$ cat config.mk
export PLATFORM = sky130hd
export DESIGN_NAME = rotating_alphabet_obfuscator
export DESIGN_NICKNAME = d
export VERILOG_FILES = /design/src/sv/rao_pkg.sv /design/src/sv/rao_cfg.sv /design/src/sv/rao_front.sv /design/src/sv/rao_back.sv /design/src/sv/rotating_alphabet_obfuscator.sv
export SDC_FILE = /design/constraint.sdc
export NUM_CORES = 1
export LEC_CHECK = 0
export ABC_CLOCK_PERIOD_IN_PS = 13600
export BUFFER_PORTS_ARGS = -buffer_cell sky130_fd_sc_hd__buf_2
export CAP_MARGIN = 10
export CELL_PAD_IN_SITES_DETAIL_PLACEMENT = 1
export CELL_PAD_IN_SITES_GLOBAL_PLACEMENT = 1
export CORE_ASPECT_RATIO = 0.7
export CORE_UTILIZATION = 51
export DETAILED_ROUTE_END_ITERATION = 12
export GPL_TIMING_DRIVEN = 0
export PLACE_DENSITY = 0.88
export SYNTH_ARGS = -nofsm -noshare
export SYNTH_HDL_FRONTEND = slang
export SYNTH_SLANG_ARGS = --single-unit
$ cat constraint.sdc
create_clock -name clk_i -period 13.6 [get_ports clk_i]
set_input_delay 1.36 -clock clk_i [delete_from_list [all_inputs] [get_ports clk_i]]
set_output_delay 1.36 -clock clk_i [all_outputs]
set_load 0.01 [all_outputs]
$ cat src/sv/rao_pkg.sv
// Shared types, constants and substitution functions for the rotating
// alphabet obfuscator. No dependencies.
package rao_pkg;

  localparam int unsigned CMD_DEPTH = 4;
  localparam int unsigned CMD_PTR_W = $clog2(CMD_DEPTH);
  localparam int unsigned CMD_CNT_W = CMD_PTR_W + 1;

  localparam int unsigned RES_DEPTH = 8;
  localparam int unsigned RES_PTR_W = $clog2(RES_DEPTH);
  localparam int unsigned RES_CNT_W = RES_PTR_W + 1;

  localparam int unsigned CFG_ADDR_W = 4;

  localparam logic [6:0]  ALPHA_LEN  = 7'd77;
  localparam logic [11:0] USER_MASK  = 12'hf5f;
  localparam logic [3:0]  SLICE_LAST = 4'd9;

  localparam logic [20:0] TIME_BIAS    = 21'd423793;
  localparam logic [20:0] TIME_WRAP_LO = TIME_BIAS + 21'd65535;

  localparam logic [7:0] CHR_DOT       = 8'h2e;
  localparam logic [7:0] CHR_KEY_LO    = 8'h65;
  localparam logic [7:0] CHR_KEY_HI    = 8'h74;
  localparam logic [7:0] CHR_HDR_BASE  = 8'h53;
  localparam logic [7:0] CHR_TIME_BASE = 8'h61;

  localparam logic [2:0] PH_START = 3'd0;
  localparam logic [2:0] PH_KEY   = 3'd6;
  localparam logic [2:0] PH_BODY  = 3'd7;

  localparam logic [2:0] ENC_STEP_DOT   = 3'd0;
  localparam logic [2:0] ENC_STEP_NONCE = 3'd6;
  localparam logic [2:0] ENC_STEP_BYTE  = 3'd7;
  localparam logic [2:0] KEY_REC_LAST   = 3'd4;
  localparam logic [2:0] KEY_POS        = 3'd6;

  localparam logic [1:0] STAT_OK     = 2'd0;
  localparam logic [1:0] STAT_FORMAT = 2'd1;
  localparam logic [1:0] STAT_CHECK  = 2'd2;

  localparam logic [31:0] SEQ_WORDS [16] = '{
    32'hd76aa478, 32'he8c7b756, 32'h242070db, 32'h698098d8,
    32'hc1bdceee, 32'hf57c0faf, 32'h4787c62a, 32'ha8304613,
    32'h774696ea, 32'h6720696e, 32'h3a257320, 32'h6f75743a,
    32'h73656320, 32'h6f74202e, 32'h203d640a, 32'h6e6f742e
  };

  typedef enum logic [2:0] {
    CMD_ENC_START,
    CMD_ENC_BODY,
    CMD_DEC_STORE,
    CMD_DEC_SHORT,
    CMD_DEC_KEY,
    CMD_DEC_BODY
  } cmd_kind_e;

  typedef enum logic [1:0] {
    REG_DECODE_MODE,
    REG_EXTRA_KEY,
    REG_USER_KEY,
    REG_TIME_STAMP
  } cfg_reg_e;

  typedef enum logic [2:0] {
    BS_DISPATCH,
    BS_ENC,
    BS_KEY_REC,
    BS_KEY_SUM,
    BS_KEY_CMP,
    BS_FLUSH
  } back_st_e;

  typedef struct packed {
    cmd_kind_e  kind;
    logic [7:0] data;
    logic [3:0] nonce;
    logic [2:0] pos;
  } cmd_t;

  typedef struct packed {
    logic [7:0] out_byte;
    logic       end_of_string;
    logic [1:0] status;
  } res_t;

  typedef struct packed {
    logic        decode_mode;
    logic [15:0] extra_key;
    logic [11:0] user_key;
    logic [15:0] time_stamp;
  } cfg_t;

  function automatic logic [6:0] alpha_mod(input logic [16:0] x);
    logic [11:0] r1;
    logic [9:0]  r2;
    r1 = 12'(x[16:10]) * 12'd23 + 12'(x[9:0]);
    r2 = 10'(r1[11:8]) * 10'd25 + 10'(r1[7:0]);
    if (r2 >= 10'd308) r2 = r2 - 10'd308;
    if (r2 >= 10'd154) r2 = r2 - 10'd154;
    if (r2 >= 10'd154) r2 = r2 - 10'd154;
    if (r2 >= 10'd77)  r2 = r2 - 10'd77;
    return r2[6:0];
  endfunction

  function automatic logic [3:0] slice_next(input logic [3:0] s);
    return (s >= SLICE_LAST) ? 4'd0 : s + 4'd1;
  endfunction

  function automatic logic [4:0] slice_bits(input logic [31:0] w, input logic [3:0] s);
    logic [4:0] r;
    case (s)
      4'd0:    r = w[4:0];
      4'd1:    r = w[7:3];
      4'd2:    r = w[10:6];
      4'd3:    r = w[13:9];
      4'd4:    r = w[16:12];
      4'd5:    r = w[19:15];
      4'd6:    r = w[22:18];
      4'd7:    r = w[25:21];
      4'd8:    r = w[28:24];
      4'd9:    r = w[31:27];
      default: r = w[4:0];
    endcase
    return r;
  endfunction

  function automatic logic [7:0] subst(input logic [7:0] b, input logic back,
                                       input logic [3:0] ws, input logic [3:0] s,
                                       input logic [6:0] kmod);
    logic [7:0] off_sum;
    logic [6:0] off;
    logic [6:0] shift;
    logic [6:0] idx;
    logic       valid;
    logic [7:0] t;
    logic [7:0] r;
    off_sum = 8'(slice_bits(SEQ_WORDS[ws], s)) + 8'(kmod);
    off     = (off_sum >= 8'(ALPHA_LEN)) ? 7'(off_sum - 8'(ALPHA_LEN)) : off_sum[6:0];
    shift   = back ? ALPHA_LEN - off : off;
    valid   = 1'b1;
    idx     = '0;
    if (b inside {[8'h30:8'h39]}) begin
      idx = 7'(b - 8'h30);
    end else if (b inside {[8'h41:8'h5a]}) begin
      idx = 7'(b - 8'h37);
    end else if (b inside {[8'h61:8'h7a]}) begin
      idx = 7'(b - 8'h3d);
    end else if (b inside {[8'h21:8'h2f]}) begin
      idx = 7'(b + 8'd29);
    end else begin
      valid = 1'b0;
    end
    t = 8'(idx) + 8'(shift);
    if (t >= 8'(ALPHA_LEN)) t = t - 8'(ALPHA_LEN);
    if (!valid) begin
      r = b;
    end else if (t < 8'd10) begin
      r = t + 8'h30;
    end else if (t < 8'd36) begin
      r = t + 8'h37;
    end else if (t < 8'd62) begin
      r = t + 8'h3d;
    end else begin
      r = t - 8'd29;
    end
    return r;
  endfunction

endpackage

$ cat src/sv/rao_cfg.sv
// Configuration registers behind the APB-style port, plus the registered
// key sum reduced over the alphabet. Depends on rao_pkg.
module rao_cfg import rao_pkg::*; (
  input  logic                  clk_i,
  input  logic                  rst_ni,
  input  logic                  psel_i,
  input  logic                  penable_i,
  input  logic                  pwrite_i,
  input  logic [CFG_ADDR_W-1:0] paddr_i,
  input  logic [31:0]           pwdata_i,
  output logic [31:0]           prdata_o,
  output logic                  pready_o,
  output cfg_t                  cfg_o,
  output logic [6:0]            key_mod_o
);

  cfg_t       cfg_q;
  logic [6:0] key_mod_q;
  logic       wr_en;
  cfg_reg_e   reg_sel;

  assign pready_o = 1'b1;
  assign wr_en    = psel_i && penable_i && pwrite_i && pready_o;
  assign reg_sel  = cfg_reg_e'(paddr_i[CFG_ADDR_W-1:2]);

  always_ff @(posedge clk_i or negedge rst_ni) begin
    if (!rst_ni) begin
      cfg_q     <= '0;
      key_mod_q <= '0;
    end else begin
      if (wr_en) begin
        case (reg_sel)
          REG_DECODE_MODE: cfg_q.decode_mode <= pwdata_i[0];
          REG_EXTRA_KEY:   cfg_q.extra_key   <= pwdata_i[15:0];
          REG_USER_KEY:    cfg_q.user_key    <= pwdata_i[11:0];
          REG_TIME_STAMP:  cfg_q.time_stamp  <= pwdata_i[15:0];
          default:         cfg_q             <= cfg_q;
        endcase
      end
      key_mod_q <= alpha_mod(17'(cfg_q.extra_key) + 17'(cfg_q.user_key & USER_MASK));
    end
  end

  always_comb begin
    case (reg_sel)
      REG_DECODE_MODE: prdata_o = 32'(cfg_q.decode_mode);
      REG_EXTRA_KEY:   prdata_o = 32'(cfg_q.extra_key);
      REG_USER_KEY:    prdata_o = 32'(cfg_q.user_key);
      REG_TIME_STAMP:  prdata_o = 32'(cfg_q.time_stamp);
      default:         prdata_o = '0;
    endcase
  end

  assign cfg_o     = cfg_q;
  assign key_mod_o = key_mod_q;

endmodule

$ cat src/sv/rao_front.sv
// Front end: accepts input bytes, tracks the string phase, classifies each
// byte into a command and queues it for the back end. Depends on rao_pkg.
module rao_front import rao_pkg::*; (
  input  logic       clk_i,
  input  logic       rst_ni,
  input  logic       push_i,
  output logic       full_o,
  input  logic [7:0] in_byte_i,
  input  logic [3:0] nonce_i,
  input  logic       decode_mode_i,
  output cmd_t       cmd_o,
  output logic       cmd_valid_o,
  input  logic       cmd_pop_i
);

  logic [2:0]           phase_q, phase_d;
  cmd_t                 new_cmd;
  cmd_t                 q_mem [CMD_DEPTH];
  logic [CMD_PTR_W-1:0] wr_q, rd_q;
  logic [CMD_CNT_W-1:0] cnt_q;
  logic                 accept;
  logic                 zero;

  assign full_o      = (cnt_q == CMD_CNT_W'(CMD_DEPTH));
  assign accept      = push_i && !full_o;
  assign cmd_valid_o = (cnt_q != '0);
  assign cmd_o       = q_mem[rd_q];
  assign zero        = (in_byte_i == '0);

  always_comb begin
    new_cmd.kind  = CMD_ENC_BODY;
    new_cmd.data  = in_byte_i;
    new_cmd.nonce = nonce_i;
    new_cmd.pos   = phase_q;
    phase_d       = zero ? PH_START : PH_BODY;
    if (!decode_mode_i) begin
      new_cmd.kind = (phase_q == PH_START) ? CMD_ENC_START : CMD_ENC_BODY;
    end else if (phase_q < PH_KEY) begin
      if (zero) begin
        new_cmd.kind = CMD_DEC_SHORT;
      end else begin
        new_cmd.kind = CMD_DEC_STORE;
        phase_d      = phase_q + 3'd1;
      end
    end else if (phase_q == PH_KEY) begin
      new_cmd.kind = CMD_DEC_KEY;
    end else begin
      new_cmd.kind = CMD_DEC_BODY;
    end
  end

  always_ff @(posedge clk_i or negedge rst_ni) begin
    if (!rst_ni) begin
      phase_q <= PH_START;
      wr_q    <= '0;
      rd_q    <= '0;
      cnt_q   <= '0;
    end else begin
      if (accept) begin
        phase_q <= phase_d;
        wr_q    <= wr_q + CMD_PTR_W'(1);
      end
      if (cmd_pop_i) begin
        rd_q <= rd_q + CMD_PTR_W'(1);
      end
      if (accept && !cmd_pop_i) begin
        cnt_q <= cnt_q + CMD_CNT_W'(1);
      end else if (!accept && cmd_pop_i) begin
        cnt_q <= cnt_q - CMD_CNT_W'(1);
      end
    end
  end

  always_ff @(posedge clk_i) begin
    if (accept) begin
      q_mem[wr_q] <= new_cmd;
    end
  end

endmodule

$ cat src/sv/rao_back.sv
// Back end: sequences queued commands through the substitution unit, the
// prologue store and the header check, and queues the results. Depends on rao_pkg.
module rao_back import rao_pkg::*; (
  input  logic        clk_i,
  input  logic        rst_ni,
  input  cmd_t        cmd_i,
  input  logic        cmd_valid_i,
  output logic        cmd_pop_o,
  input  logic [15:0] time_stamp_i,
  input  logic [6:0]  key_mod_i,
  output logic        empty_o,
  input  logic        pop_i,
  output res_t        res_o
);

  back_st_e   st_q, st_d;
  logic [2:0] cnt_q, cnt_d;
  logic [2:0] last_q, last_d;
  logic [3:0] slice_q, slice_d;
  logic [3:0] ws_q, ws_d;
  logic       verb_q, verb_d;
  logic [1:0] err_q, err_d;
  logic       dot_q, dot_d;
  logic [20:0] sum_q, sum_d;
  logic       h0ok_q, h0ok_d;
  logic [7:0] store_q [7];
  logic [7:0] h_q [5];

  logic       room;
  logic       emit;
  res_t       res_d;
  logic [7:0] sub_in;
  logic       sub_back;
  logic       sub_adv;
  logic [7:0] sub_out;
  logic       store_we;
  logic [2:0] store_wa;
  logic [2:0] rd_idx;
  logic [7:0] rd_byte;
  logic       h_we;
  logic [7:0] hdr;
  logic [20:0] time_ref;
  logic       bad;
  logic       key_ok;

  res_t                 rq_mem [RES_DEPTH];
  logic [RES_PTR_W-1:0] rq_wr_q, rq_rd_q;
  logic [RES_CNT_W-1:0] rq_cnt_q;
  logic                 rq_pop;

  assign room     = (rq_cnt_q != RES_CNT_W'(RES_DEPTH));
  assign empty_o  = (rq_cnt_q == '0);
  assign rq_pop   = pop_i && !empty_o;
  assign res_o    = rq_mem[rq_rd_q];
  assign rd_byte  = store_q[rd_idx];
  assign sub_out  = subst(sub_in, sub_back, ws_q, slice_q, key_mod_i);
  assign time_ref = 21'(time_stamp_i) + TIME_BIAS;
  assign key_ok   = cmd_i.data inside {[CHR_KEY_LO:CHR_KEY_HI]};

  always_comb begin
    case (cnt_q)
      3'd1:    hdr = CHR_HDR_BASE - {4'b0, cmd_i.nonce[2:0], 1'b0};
      3'd2:    hdr = CHR_TIME_BASE + {4'b0, time_stamp_i[7:4]};
      3'd3:    hdr = CHR_TIME_BASE + {4'b0, time_stamp_i[3:0]};
      3'd4:    hdr = CHR_TIME_BASE + {4'b0, time_stamp_i[15:12]};
      3'd5:    hdr = CHR_TIME_BASE + {4'b0, time_stamp_i[11:8]};
      default: hdr = cmd_i.data;
    endcase
  end

  always_comb begin
    st_d      = st_q;
    cnt_d     = cnt_q;
    last_d    = last_q;
    slice_d   = slice_q;
    ws_d      = ws_q;
    verb_d    = verb_q;
    err_d     = err_q;
    dot_d     = dot_q;
    sum_d     = sum_q;
    h0ok_d    = h0ok_q;
    emit      = 1'b0;
    res_d     = '0;
    sub_in    = cmd_i.data;
    sub_back  = 1'b0;
    sub_adv   = 1'b0;
    store_we  = 1'b0;
    store_wa  = cmd_i.pos;
    rd_idx    = '0;
    h_we      = 1'b0;
    cmd_pop_o = 1'b0;
    bad       = 1'b0;

    case (st_q)
      BS_DISPATCH: begin
        if (cmd_valid_i) begin
          case (cmd_i.kind)
            CMD_ENC_START: begin
              ws_d    = cmd_i.nonce;
              slice_d = '0;
              verb_d  = 1'b0;
              err_d   = STAT_OK;
              cnt_d   = ENC_STEP_DOT;
              st_d    = BS_ENC;
            end
            CMD_ENC_BODY: begin
              if (room) begin
                emit      = 1'b1;
                sub_adv   = 1'b1;
                res_d     = '{sub_out, cmd_i.data == '0, STAT_OK};
                cmd_pop_o = 1'b1;
              end
            end
            CMD_DEC_STORE: begin
              store_we  = 1'b1;
              cmd_pop_o = 1'b1;
              if (cmd_i.pos == PH_START) begin
                dot_d = (cmd_i.data == CHR_DOT);
              end
            end
            CMD_DEC_SHORT: begin
              store_we = 1'b1;
              err_d    = STAT_FORMAT;
              verb_d   = 1'b0;
              cnt_d    = '0;
              last_d   = cmd_i.pos;
              st_d     = BS_FLUSH;
            end
            CMD_DEC_KEY: begin
              store_we = 1'b1;
              store_wa = KEY_POS;
              cnt_d    = '0;
              if (key_ok) begin
                ws_d    = 4'(cmd_i.data - CHR_KEY_LO);
                slice_d = '0;
                st_d    = BS_KEY_REC;
              end else begin
                err_d  = STAT_FORMAT;
                verb_d = 1'b1;
                last_d = KEY_POS;
                st_d   = BS_FLUSH;
              end
            end
            CMD_DEC_BODY: begin
              if (room) begin
                emit      = 1'b1;
                sub_back  = 1'b1;
                sub_adv   = !verb_q;
                res_d     = '{verb_q ? cmd_i.data : sub_out, cmd_i.data == '0, err_q};
                cmd_pop_o = 1'b1;
              end
            end
            default: st_d = BS_DISPATCH;
          endcase
        end
      end
      BS_ENC: begin
        sub_in = hdr;
        if (room) begin
          emit  = 1'b1;
          cnt_d = cnt_q + 3'd1;
          if (cnt_q == ENC_STEP_DOT) begin
            res_d = '{CHR_DOT, 1'b0, STAT_OK};
          end else if (cnt_q == ENC_STEP_NONCE) begin
            res_d = '{CHR_KEY_LO + {4'b0, cmd_i.nonce}, 1'b0, STAT_OK};
          end else begin
            sub_adv = 1'b1;
            res_d   = '{sub_out, (cnt_q == ENC_STEP_BYTE) && (cmd_i.data == '0), STAT_OK};
          end
          if (cnt_q == ENC_STEP_BYTE) begin
            cmd_pop_o = 1'b1;
            st_d      = BS_DISPATCH;
          end
        end
      end
      BS_KEY_REC: begin
        rd_idx   = cnt_q + 3'd1;
        sub_in   = rd_byte;
        sub_back = 1'b1;
        sub_adv  = 1'b1;
        h_we     = 1'b1;
        cnt_d    = cnt_q + 3'd1;
        if (cnt_q == KEY_REC_LAST) begin
          st_d = BS_KEY_SUM;
        end
      end
      BS_KEY_SUM: begin
        sum_d  = (21'(h_q[3]) << 12) + (21'(h_q[4]) << 8) + (21'(h_q[1]) << 4)
               + 21'(h_q[2]);
        h0ok_d = (h_q[0] == CHR_HDR_BASE - {4'b0, ws_q[2:0], 1'b0});
        st_d   = BS_KEY_CMP;
      end
      BS_KEY_CMP: begin
        bad = !dot_q || !h0ok_q || ((sum_q != time_ref) && (sum_q != time_ref - 21'd1));
        if (((time_stamp_i == '0) && (sum_q == TIME_WRAP_LO)) ||
            ((time_stamp_i == 16'hffff) && (sum_q == TIME_BIAS))) begin
          bad = 1'b0;
        end
        if (bad) begin
          err_d  = STAT_CHECK;
          verb_d = 1'b1;
          cnt_d  = '0;
          last_d = KEY_POS;
          st_d   = BS_FLUSH;
        end else begin
          err_d     = STAT_OK;
          verb_d    = 1'b0;
          cmd_pop_o = 1'b1;
          st_d      = BS_DISPATCH;
        end
      end
      BS_FLUSH: begin
        rd_idx = cnt_q;
        if (room) begin
          emit  = 1'b1;
          res_d = '{rd_byte, rd_byte == '0, err_q};
          cnt_d = cnt_q + 3'd1;
          if (cnt_q == last_q) begin
            cmd_pop_o = 1'b1;
            st_d      = BS_DISPATCH;
          end
        end
      end
      default: st_d = BS_DISPATCH;
    endcase

    if (sub_adv) begin
      slice_d = slice_next(slice_q);
    end
  end

  always_ff @(posedge clk_i or negedge rst_ni) begin
    if (!rst_ni) begin
      st_q     <= BS_DISPATCH;
      cnt_q    <= '0;
      last_q   <= '0;
      slice_q  <= '0;
      ws_q     <= '0;
      verb_q   <= 1'b0;
      err_q    <= STAT_OK;
      rq_wr_q  <= '0;
      rq_rd_q  <= '0;
      rq_cnt_q <= '0;
    end else begin
      st_q    <= st_d;
      cnt_q   <= cnt_d;
      last_q  <= last_d;
      slice_q <= slice_d;
      ws_q    <= ws_d;
      verb_q  <= verb_d;
      err_q   <= err_d;
      if (emit) begin
        rq_wr_q <= rq_wr_q + RES_PTR_W'(1);
      end
      if (rq_pop) begin
        rq_rd_q <= rq_rd_q + RES_PTR_W'(1);
      end
      if (emit && !rq_pop) begin
        rq_cnt_q <= rq_cnt_q + RES_CNT_W'(1);
      end else if (!emit && rq_pop) begin
        rq_cnt_q <= rq_cnt_q - RES_CNT_W'(1);
      end
    end
  end

  always_ff @(posedge clk_i) begin
    dot_q  <= dot_d;
    sum_q  <= sum_d;
    h0ok_q <= h0ok_d;
    if (store_we) begin
      store_q[store_wa] <= cmd_i.data;
    end
    if (h_we) begin
      h_q[cnt_q] <= sub_out;
    end
    if (emit) begin
      rq_mem[rq_wr_q] <= res_d;
    end
  end

  a_pop_has_cmd: assert property (@(posedge clk_i) disable iff (!rst_ni)
    cmd_pop_o |-> cmd_valid_i)
    else $error("command popped from an empty queue");

  a_key_head: assert property (@(posedge clk_i) disable iff (!rst_ni)
    (st_q == BS_KEY_REC || st_q == BS_KEY_SUM || st_q == BS_KEY_CMP)
      |-> (cmd_valid_i && cmd_i.kind == CMD_DEC_KEY))
    else $error("key check running without a key command at the head");

  a_rec_to_sum: assert property (@(posedge clk_i) disable iff (!rst_ni)
    (st_q == BS_KEY_REC && cnt_q == KEY_REC_LAST) |=> (st_q == BS_KEY_SUM))
    else $error("header recovery did not hand over to the time sum");

  a_slice_range: assert property (@(posedge clk_i) disable iff (!rst_ni)
    slice_q <= SLICE_LAST)
    else $error("slice index out of range");

  a_flush_bound: assert property (@(posedge clk_i) disable iff (!rst_ni)
    (st_q == BS_FLUSH) |-> (last_q <= KEY_POS && cnt_q <= last_q))
    else $error("prologue flush ran past the stored bytes");

endmodule

$ cat src/sv/rotating_alphabet_obfuscator.sv
// Top level of the rotating alphabet obfuscator: configuration port, front
// end and back end. Depends on rao_pkg, rao_cfg, rao_front and rao_back.
//
//   channel  handshake                      payload
//   config   psel/penable/pwrite/pready     paddr, pwdata, prdata
//   input    push, full                     in_byte_i, nonce_i
//   result   empty, pop                     out_byte_o, end_of_string_o, status_o
//
// Body bytes run at one per cycle; a result reaches the ports through the command
// queue and the result queue. An encode string start holds the back end for a setup
// step plus 8 results. A decode key letter in range runs header recovery, the time
// sum and the compare; out of range or failing the check, it replays the stored bytes.
// Other prologue bytes give no result; a zero among them replays them, one per cycle.
// full rises when the 4-entry command queue fills; the back end stalls only
// on a full 8-entry result queue. Reset clears the queues and string state.
module rotating_alphabet_obfuscator import rao_pkg::*; (
  input  logic                  clk_i,
  input  logic                  rst_ni,
  input  logic                  psel,
  input  logic                  penable,
  input  logic                  pwrite,
  input  logic [CFG_ADDR_W-1:0] paddr,
  input  logic [31:0]           pwdata,
  output logic [31:0]           prdata,
  output logic                  pready,
  input  logic                  push,
  output logic                  full,
  input  logic [7:0]            in_byte_i,
  input  logic [3:0]            nonce_i,
  output logic                  empty,
  input  logic                  pop,
  output logic [7:0]            out_byte_o,
  output logic                  end_of_string_o,
  output logic [1:0]            status_o
);

  cfg_t       cfg;
  logic [6:0] key_mod;
  cmd_t       cmd;
  logic       cmd_valid;
  logic       cmd_pop;
  res_t       res;

  rao_cfg u_cfg (
    .clk_i     (clk_i),
    .rst_ni    (rst_ni),
    .psel_i    (psel),
    .penable_i (penable),
    .pwrite_i  (pwrite),
    .paddr_i   (paddr),
    .pwdata_i  (pwdata),
    .prdata_o  (prdata),
    .pready_o  (pready),
    .cfg_o     (cfg),
    .key_mod_o (key_mod)
  );

  rao_front u_front (
    .clk_i         (clk_i),
    .rst_ni        (rst_ni),
    .push_i        (push),
    .full_o        (full),
    .in_byte_i     (in_byte_i),
    .nonce_i       (nonce_i),
    .decode_mode_i (cfg.decode_mode),
    .cmd_o         (cmd),
    .cmd_valid_o   (cmd_valid),
    .cmd_pop_i     (cmd_pop)
  );

  rao_back u_back (
    .clk_i        (clk_i),
    .rst_ni       (rst_ni),
    .cmd_i        (cmd),
    .cmd_valid_i  (cmd_valid),
    .cmd_pop_o    (cmd_pop),
    .time_stamp_i (cfg.time_stamp),
    .key_mod_i    (key_mod),
    .empty_o      (empty),
    .pop_i        (pop),
    .res_o        (res)
  );

  assign out_byte_o      = res.out_byte;
  assign end_of_string_o = res.end_of_string;
  assign status_o        = res.status;

endmodule

# [Word level (Yosys, flattened, before mapping)]
# Memories as Yosys holds them, arrays and structs flattened.
# Index checks and enable logic that the tools add are counted.
[op_classes] n_eq_ne=56 n_addsub=44 muxes=126 n_lt_le_gt_ge=22 bitwise=1 reduce_logical=67 multipliers=2
[op_table] operator="32-bit one-hot mux with 4 select lines" count=1
[op_table] operator="3-bit two-way mux" count=26
[op_table] operator="11-bit two-way mux" count=7
[op_table] operator="32-bit two-way mux" count=2
[op_table] operator="7-bit two-way mux" count=7
[op_table] operator="8-bit two-way mux" count=6
[op_table] operator="5-bit one-hot mux with 9 select lines" count=1
[op_table] operator="21-bit by 19-bit == test with 1-bit output, second input constant" count=2
[op_table] operator="21-bit inequality test" count=2
[op_table] operator="7-bit by 4-bit adder with 8-bit output, first input constant" count=5
[op_table] operator="8-bit by 7-bit >= comparator with 1-bit output, second input constant" count=5
[op_table] operator="1-bit two-way mux" count=40
[op_table] operator="8-bit one-hot mux with 5 select lines" count=1
[op_table] operator="11-bit one-hot mux with 3 select lines" count=1
[op_table] operator="4-bit two-way mux" count=8
[op_table] operator="3-bit == test, second input constant" count=10
[op_table] operator="10-bit two-way mux" count=3
[op_table] operator="8-bit by 6-bit adder with 8-bit output, second input constant" count=3
[op_table] operator="8-bit by 7-bit less-or-equal comparator with 1-bit output, second input constant" count=3
[op_table] operator="8-bit logical NOT" count=3
[op_table] operator="3-bit one-hot mux with 4 select lines" count=2
[op_table] operator="11-bit one-hot mux with 2 select lines" count=1
[op_table] operator="20-bit by 16-bit adder with 21-bit output" count=1
[op_table] operator="21-bit by 12-bit adder with 21-bit output" count=1
[op_table] operator="other kinds (79)" count=177
[totals] elab_cells=345 mem_bits_rw=256 rom_bits=512 ff_bits=115 out_inout_bits=46 in_bits=55 n_memories=5
[mem_list] memory="(no name shown)" depth=16 width=32 read_ports=1 rd_clocked_by_memory_dff=0 write_ports=0 line="rao_pkg.sv:138" source="off_sum = 8'(slice_bits(SEQ_WORDS[ws], s)) + 8'(kmod);"
[mem_list] memory="u_back.rq_mem" depth=8 width=11 read_ports=1 rd_clocked_by_memory_dff=0 write_ports=1 line="rao_back.sv:46" source="res_t rq_mem [RES_DEPTH];"
[mem_list] memory="u_front.q_mem" depth=4 width=18 read_ports=1 rd_clocked_by_memory_dff=0 write_ports=1 line="rao_front.sv:18" source="cmd_t q_mem [CMD_DEPTH];"
[mem_list] memory="u_back.store_q" depth=7 width=8 read_ports=1 rd_clocked_by_memory_dff=0 write_ports=1 line="rao_back.sv:26" source="logic [7:0] store_q [7];"
[mem_list] memory="u_back.h_q" depth=5 width=8 read_ports=5 rd_clocked_by_memory_dff=0 write_ports=1 line="rao_back.sv:27" source="logic [7:0] h_q [5];"

# [Depth between registers and ports, before layout]
# Gate-level depths: netlist of run 1.
[depth] word_depth=23 depth_mapped=55 mapped_depth_nobuf=52

# [Modules after synthesis]
# A second synthesis of run 1 with hierarchy kept.
[hier_totals] hier_cells=2468 hier_area_um2=26133.8
[modules_own_cells] module="rao_back" cells_each=1668 area_each_um2=16854.9 instances=1 seq_area_each_um2=6966.7
[modules_own_cells] module="rao_cfg" cells_each=645 area_each_um2=6008.3 instances=1 seq_area_each_um2=1301.2
[modules_own_cells] module="rao_front" cells_each=155 area_each_um2=3270.6 instances=1 seq_area_each_um2=2412.3

# [Worst setup path after synthesis of run 1]
# OpenSTA, ideal clock, no wires.
[synth_path] path_kind="flip-flop to flip-flop" start="reg u_cfg.cfg_q, in the netlist u_cfg.cfg_o[16]" end="reg u_cfg.key_mod_q[4] (netlist: u_cfg.key_mod_o[4])" slack_ns=2.441 arrival_time_ns=11.031 synth_period_minus_slack_ns=11.159 t_required_ns=13.472 stages_incl_launch_ff=52 path_buffers=2 setup_time_ns=0.128 path_cell_list="dfrtp_1 > ha_1 > fa_1 > a21o_1 > a21oi_1 > nor2b_1 > nor2_1 > nor2_1 > o21ai_0 > nor2_1 > o21ai_0 > nand2b_1 > a21o_1 > a21o_1 > and3_1 > xnor2_1 > xnor2_1 > ha_1 > (+16 left out) > clkbuf_2 > xor2_1 > inv_1 > ha_1 > o21ai_0 > nor4b_1 > or4_1 > buf_2 > a221oi_4 > o22ai_1 > nand2_1 > a21oi_1 > mux2i_1 > a21oi_1 > or4_1 > and2_4 > o31ai_4 > mux2_1"
[synth_via] elab_chain_len=13 elab_cells_between_ends=17 classes_between="add/sub (7); mul (2); order compare (4); mux (4)"
[synth_rtl] item="start: declaration" line="rao_cfg.sv:17" source="cfg_t cfg_q;"
[synth_rtl] item="start signal: assignment" line="rao_cfg.sv:37" source="default: cfg_q <= cfg_q;"
[synth_rtl] item="16-bit by 12-bit adder with 17-bit output (*)" line="rao_cfg.sv:40" source="key_mod_q <= alpha_mod(17'(cfg_q.extra_key) + 17'(cfg_q.user_key & USER_MASK));"
[synth_rtl] item="7-bit by 5-bit multiplier with 12-bit output" line="rao_pkg.sv:97" source="r1 = 12'(x[16:10]) * 12'd23 + 12'(x[9:0]);"
[synth_rtl] item="12-bit by 10-bit adder with 12-bit output (*)" line="rao_pkg.sv:97"
[synth_rtl] item="4-bit by 5-bit multiplier with 9-bit output" line="rao_pkg.sv:98" source="r2 = 10'(r1[11:8]) * 10'd25 + 10'(r1[7:0]);"
[synth_rtl] item="9-bit by 8-bit adder with 10-bit output (*)" line="rao_pkg.sv:98"
[synth_rtl] item="10-bit by 9-bit subtractor with 10-bit output / 10-bit by 9-bit >= comparator with 1-bit output (equally long branches)" line="rao_pkg.sv:99" source="if (r2 >= 10'd308) r2 = r2 - 10'd308;"
[synth_rtl] item="10-bit two-way mux (*)" line="rao_pkg.sv:99"
[synth_rtl] item="10-bit by 8-bit subtractor with 10-bit output / 10-bit by 8-bit >= comparator with 1-bit output (equally long branches)" line="rao_pkg.sv:100" source="if (r2 >= 10'd154) r2 = r2 - 10'd154;"
[synth_rtl] item="10-bit two-way mux (*)" line="rao_pkg.sv:100"
[synth_rtl] item="10-bit by 8-bit subtractor with 10-bit output / 10-bit by 8-bit >= comparator with 1-bit output (equally long branches)" line="rao_pkg.sv:101" source="if (r2 >= 10'd154) r2 = r2 - 10'd154;"
[synth_rtl] item="10-bit two-way mux (*)" line="rao_pkg.sv:101"
[synth_rtl] item="10-bit by 7-bit >= comparator with 1-bit output / 7-bit subtractor (equally long branches)" line="rao_pkg.sv:102" source="if (r2 >= 10'd77) r2 = r2 - 10'd77;"
[synth_rtl] item="7-bit two-way mux (*)" line="rao_pkg.sv:102"
[synth_rtl] item="end signal: assignment" line="rao_cfg.sv:40"
[synth_rtl] item="end: declaration" line="rao_cfg.sv:18" source="logic [6:0] key_mod_q;"
# Every way passes the cells marked *; elsewhere a longest branch is shown, timed or not.
# A chain may end at the register's enable or synchronous reset.

==> out/qor.csv, run 1 <==
stage,metric,value,unit
placed_design,dpl.hpwl,58.37,mm
min_path,hp-class,register to register,
drt,finalWirelength,77.58,mm
yosys,synth_top_area_cell,edfxtp_1,
worst_setup_path,cp_slowest_cell,mux2i_1,
yosys,syn_area_per_cell,10.74,µm²
yosys,synth_cell_types,93,
placed_design,gp_congestion,0.9744,
global_routing,grt_usage,0.3136,
clock_tree,root_buffer,clkbuf_16,
floorplan,fp.dieW,264.2,µm
clock_tree,clock_sinks,371,
global_routing,grt_pass1_wl,118.8,mm
global_routing,grt_max_degree,57,
clock_tree,path_clk_slew,60,ps
global_routing,grt_overflow,0,
yosys,synth-xor-area-share,0.05782,
drt,dr.pass1.iters,6,
clock_tree,cts_tree,built,
worst_setup_path,end_kind,register,
worst_setup_path,path_common_cell,ha_1,
drt,drt_iter0_markers,1982,
timing,setup_tns,0,ps
floorplan,core.rowCount,66,
timing,clock_skew,23.48,ps
cells_and_area,layout.nets,2650,
timing,setup_viol,0,
outcome,status,finished clean,
floorplan,io_pins,101,
placed_design,placed_area,25840,µm²
job,maxCapViolCount,0,
drt,drc,0,
worst_setup_path,crit_required,13880,ps
yosys,synthMuxAreaShare,0.09407,
yosys,synth_compound_area_frac,0.1545,
yosys,synth_top_area_frac,0.3414,
global_routing,antenna_found_initial,4,
yosys,synthesis.area,24540,µm²
worst_setup_path,critPathMaxFanout,13,
timing,relSlewSlack,0.1461,
clock_tree,cts.path.max_buffers,3,
yosys,synth_top_family_by_area,compound AO/OA/AOI/OAI gates,
yosys,synth_area_leaders,"edfxtp_1 (34%), dfrtp_1 (9.4%), ha_1 (7.8%)",
cells_and_area,finalInstanceArea,27210,µm²
drt,final_antenna_net_count,0,
yosys,yosys_warnings,0,
worst_setup_path,cpPeakStageDelay,670,ps
worst_setup_path,worstSetupPathType,register to register,
yosys,synthFlopType,edfxtp_1,
timing,finalHoldViolCount,0,
yosys,synthSimpleGateAreaFrac,0.1173,
drt,avgViaCountPerCell,6.491,
placed_design,io_buffer_count,65,
cells_and_area,area.growth.synth_to_final,10.90,%
timing,fmax,77.66,MHz
yosys,syn_inst,2284,
worst_setup_path,crit_arrival,13160,ps
clock_tree,worstSkewPairLatency,550,ps
floorplan,die_y,185.5,µm
yosys,synth_fa_ha_area_frac,0.09677,
timing,period_needed,12880,ps
drt,routedWlPerCell,25.34,µm
drt,vias,19876,
yosys,synth-seq-cells,371,
yosys,synth_edf_count,279,
floorplan,die-area,49010,µm²
clock_tree,numCtsBuffers,38,
worst_setup_path,start_kind,register,
floorplan,start_util,0.5223,
cells_and_area,utilization,0.5792,
clock_tree,htreeDepth,2,
yosys,ys_seq_area_frac,0.4352,
yosys,async_flop_share,0.2480,
global_routing,grt_pass1_vias,20384,
timing,rsz0062_at_grt,false,
timing,tightest_slew,1270,ps
timing,min_period_over_period,0.9469,
timing,drv_slew,0,
cells_and_area,drive_gt1_frac,0.1311,
floorplan,core,46990,µm²
[cell usage in the layout, fill, tap and decap left out, drive strengths merged, types with 25 or more instances in the layout]
cell    instances
mux2           77
a21o           36
a21oi         120
nor2          150
nor2b          25
nand2         148
xor2           57
dfrtp          92
nand3          47
mux4           44
o22ai          26
clkbuf        132
o21ai         114
edfxtp        279
buf           112
ha            153
mux2i          45
xnor2         105
nor3           54
inv           154
[synthesized netlist by cell type, types with 8 or more instances]
master / instances
nand4_1: 14
buf_1: 8
a21boi_0: 8
dfrtp_1: 92
o21a_1: 15
ha_1: 153
o22ai_1: 26
and2_1: 18
a31oi_1: 20
or2_2: 8
a21o_1: 36
mux2i_1: 45
fa_1: 23
nand3_1: 47
or3_1: 14
mux4_2: 44
nor4_1: 16
clkbuf_1: 80
nor4b_1: 11
a22o_1: 15
buf_4: 17
a22oi_1: 13
edfxtp_1: 279
or4_1: 9
inv_1: 152
a21oi_1: 120
nor2b_1: 25
and3_1: 20
o221ai_1: 9
nor2_1: 150
nor3b_1: 8
xor2_1: 57
a211o_1: 9
xnor2_1: 105
o211ai_1: 19
o31ai_1: 13
nand2b_1: 18
mux2_2: 76
o21ai_0: 107
nor3_1: 54
o21bai_1: 22
a211oi_1: 23
o22a_1: 8
nand2_1: 148
[through the flow]
step	std cells	hold slack, ps	setup WS (ps)
6_report	3062	426.7	722.7
5_1_grt	3062	434.6	10.59
4_1_cts	3055	426.0	43.48
3_5_place_dp	2986	411.3	120.4
3_3_place_gp	2976	412.9	771.5
2_1_floorplan	2299	400.3	2441
[kinds of logic after synthesis]
| family | count (synthesis) |
|---|---|
| compound gates | 556 |
| xor+xnor | 162 |
| fa+ha+maj | 176 |
| buf+inv | 268 |
| flops | 371 |
| mux | 166 |
| other cells | 2 |
| simple gates | 583 |
[cell type report]
class                      count  area, µm²
clock inverter                18      187.7
timing repair buffer          80      478.0
inverter                     155      581.8
fill                        5020      19770
sequential                   371      10680
tap                          612      765.7
multi-input combinational   1660      12970
buffer                       113      498.0
clock buffer                  51       1051
antenna                        2      5.005
[state kept, by name, indices dropped and copies added (netlist names), 4 cells and up]
| register | count |
|---|---|
| u_back.rq_mem | 88 |
| u_front.q_mem | 72 |
| u_back.store_q | 56 |
| u_cfg.cfg_o | 45 |
| u_back.h_q | 40 |
| u_back.sum_q | 21 |
| u_cfg.key_mod_o | 7 |
| u_back.rq_cnt_q | 4 |
| u_back.slice_q | 4 |
| u_back.ws_q | 4 |
[metal layers]
metal  track usage  up-vias  routed length, µm
met4       0.07256        0               1661
met5             0        -                  0
met2        0.4966      827              35230
li1              -     8759                  -
met3       0.05358      152               6346
met1        0.4508    10138              34350
[path summary, 6_finish.rpt]
kind / startpoint / endpoint / slack (ps) / depth (start not counted)
setup / recovery: u_back.ws_q[1] / u_back.rq_mem[5][8] / 720 / 43
hold / removal: u_back.h_q[2][1] / u_back.sum_q[1] / 430 / 0
setup reg to reg: u_back.ws_q[1] / u_back.rq_mem[5][8] / 720 / 43
hold reg to reg: u_back.h_q[2][1] / u_back.sum_q[1] / 430 / 0
max in group asynchronous: rst_ni / u_cfg.cfg_o[10] / 12030 / 2
min in group asynchronous: rst_ni / u_front.wr_q[0] / 830 / 1
[timing repair]
action	CTS	global route
hold endpoints to repair	0	0
resized for setup	0	14
endpoints found under the setup margin	0	65
hold buffers	0	0
buffers inserted	0	1
[worst max-delay path, delay by kind of cell, from the launching register on]
family / cells / cell delay [ps]
AO/OA/AOI/OAI: 20 / 5670
adder cells (fa/ha/maj): 5 / 1690
flip-flops: 1 / 580
buffers and inverters: 4 / 970
XOR/XNOR: 2 / 420
AND/OR/NAND/NOR: 8 / 1690
multiplexers: 4 / 1550
Power of run 1 is left out: the tool's default activity adds up to more than one toggle a clock period on the data nets, which glitch-free logic cannot reach.
==> run 2, diff against run 1 <==
--- a/config.mk
+++ b/config.mk
@@ -15,6 +15,7 @@
 export DETAILED_ROUTE_END_ITERATION = 12
 export GPL_TIMING_DRIVEN = 0
 export PLACE_DENSITY = 0.88
+export REMOVE_ABC_BUFFERS = 1
 export SYNTH_ARGS = -nofsm -noshare
 export SYNTH_HDL_FRONTEND = slang
 export SYNTH_SLANG_ARGS = --single-unit
==> run 2 against run 1 <==
Clock skew is essentially flat. Core utilization is 0.89 points lower. Critical endpoint is now u_cfg.key_mod_o[3]. Clock-buffer cell count grew 7. Via count shrank 2.6%. Setup slack got worse by 53 ps. Die area unchanged. Maximum frequency decreased by 0.41%. Hold slack is essentially flat. Sequential share of layout area increased by 0.65 points. First-iteration DRC count hardly changed.
==> out/qor.csv, run 2 (synthesized netlist as in run 1, its figures left out) <==
stage,metric,value,unit
clock_tree,cts.path.max_buffers,3,
global_routing,grt_max_degree,53,
outcome,status,finished clean,
worst_setup_path,crit_arrival,13370,ps
clock_tree,root_buffer,clkbuf_16,
cells_and_area,largest_reg_flops,88,
worst_setup_path,critPathMaxFanout,11,
min_path,hp-class,register to register,
worst_setup_path,r2r_start,u_cfg.cfg_o[16],
drt,drc,0,
global_routing,antenna_found_initial,2,
drt,routedWlPerCell,25.22,µm
worst_setup_path,crit_path_end,u_cfg.key_mod_o[3],
timing,min_period_over_period,0.9508,
clock_tree,holdBufCountCts,0,
global_routing,grt_usage,0.3033,
timing,drv_slew,0,
worst_setup_path,worstSetupPathType,register to register,
floorplan,die_y,185.5,µm
cells_and_area,layout.nets,2542,
clock_tree,numCtsBuffers,39,
timing,clock_skew,23.07,ps
job,maxCapViolCount,0,
floorplan,core.rowCount,66,
timing,relSlewSlack,0.1753,
floorplan,fp.dieW,264.2,µm
worst_setup_path,timing.rr.end,u_cfg.key_mod_o[3],
cells_and_area,finalInstanceArea,26800,µm²
clock_tree,htreeDepth,2,
clock_tree,clock_sinks,371,
placed_design,placed_area,25410,µm²
timing,fmax,77.34,MHz
drt,final_antenna_net_count,0,
timing,finalHoldViolCount,0,
floorplan,start_util,0.5223,
cells_and_area,area.growth.synth_to_final,9.193,%
worst_setup_path,cpLargestDelayFamily,compound AO/OA/AOI/OAI gates,
cells_and_area,largest_register,u_back.rq_mem,
worst_setup_path,cp_slowest_cell,or4_4,
worst_setup_path,crit_required,14040,ps
clock_tree,path_clk_slew,70,ps
placed_design,dpl.hpwl,54.13,mm
worst_setup_path,reg2reg_slack,670,ps
timing,period_needed,12930,ps
cells_and_area,final_common_cell,edfxtp_1,
placed_design,io_buffer_count,65,
floorplan,die-area,49010,µm²
drt,avgViaCountPerCell,6.551,
worst_setup_path,end_kind,register,
drt,drt_iter0_markers,1981,
drt,vias,19357,
floorplan,core,46990,µm²
worst_setup_path,startpoint,u_cfg.cfg_o[16],
timing,setup_viol,0,
worst_setup_path,start_kind,register,
cells_and_area,mostFrequentLayoutCells,"edfxtp_1 (279), ha_1 (153), inv_1 (152)",
global_routing,grt_overflow,0,
worst_setup_path,cpPeakStageDelay,670,ps
placed_design,gp_congestion,0.9322,
cells_and_area,largestRegisters,"u_back.rq_mem x88, u_front.q_mem x72, u_back.store_q x56",
drt,dr.pass1.iters,6,
timing,rsz0062_at_grt,false,
floorplan,io_pins,101,
cells_and_area,drive_gt1_frac,0.1316,
clock_tree,cts_tree,built,
global_routing,grt_pass1_vias,20458,
timing,tightest_slew,1237,ps
worst_setup_path,crit_cells,48,
worst_setup_path,crit_buf_inv,4,
worst_setup_path,reg2reg_depth,48,
drt,finalWirelength,74.52,mm
clock_tree,worstSkewPairLatency,550,ps
global_routing,grt_pass1_wl,116.7,mm
-- run 2: cell types whose count changed in the layout (fill, tap and decap cells not counted), moves of 2 or more --
| cell | delta |
|---|---|
| clkbuf_1 | -76 |
| buf_4 | -16 |
| buf_1 | -8 |
| buf_2 | -7 |
| dfrtp_1 | -6 |
| dfrtp_2 | +5 |
| clkinv_1 | -3 |
| a32oi_1 | +2 |
| a32oi_2 | -2 |
| clkbuf_16 | +2 |
| clkinv_2 | +2 |
| clkinv_8 | -2 |
| inv_6 | -2 |
| nor3b_1 | -2 |
-- run 2: metal layers --
| metal | track usage | part of all wire |
|---|---|---|
| met3 | 0.04935 | 0.072 |
| met4 | 0.08977 | 0.025 |
| met1 | 0.4070 | 0.42 |
| met5 | 0 | 0 |
| met2 | 0.5081 | 0.48 |
-- run 2: worst min path at each step --
stage	to	slack (ps)	start	depth (start not counted)
finish	u_back.sum_q[1]	430	u_back.h_q[2][1]	0
floorplan	u_back.sum_q[0]	400	u_back.h_q[2][0]	0
global route	u_back.sum_q[0]	440	u_back.h_q[2][0]	0
CTS	u_back.sum_q[1]	420	u_back.h_q[2][1]	0
global placement	u_back.sum_q[1]	410	u_back.h_q[2][1]	0
detailed placement	u_back.sum_q[1]	410	u_back.h_q[2][1]	0
-- run 2: cell type report --
type,instances,area (µm²)
Sequential cell,371,10690
Clock inverter,13,125.1
Inverter,155,581.8
Tap cell,612,765.7
Timing Repair Buffer,84,519.2
Multi-Input combinational cell,1660,12980
Clock buffer,58,1130
Antenna cell,2,5.005
Fill cell,4930,20190
-- run 2: worst reg2reg max path, delay by kind of cell, from the launching register on --
family | cells | cell delay [ps]
AOI/OAI and AO/OA | 22 | 5110
adders and majority gates | 9 | 3480
and+or+nand+nor | 9 | 2230
xor gates and xnor gates | 4 | 1330
DFF | 1 | 400
buffers and inverters | 4 | 270
-- run 2: repair_timing --
action	CTS	global route
pin swaps	0	2
endpoints found under the setup margin	7	31
setup buffers	0	3
resized for setup	3	14
-- run 2: through the flow --
stage	std cells	TNS, ps	hold slack [ps]	setup WS, ps	util
finish	2955	0	426.4	669.2	0.5703
global route	2955	0	442.6	33.64	0.5703
floorplan	2186	0	400.3	2117	-
CTS	2947	0	423.2	60.73	0.5678
detailed placement	2876	-1744	409.3	-352.0	0.5408
global placement	2863	0	407.6	218.8	0.5361
Power of run 2 is left out for the same reason.
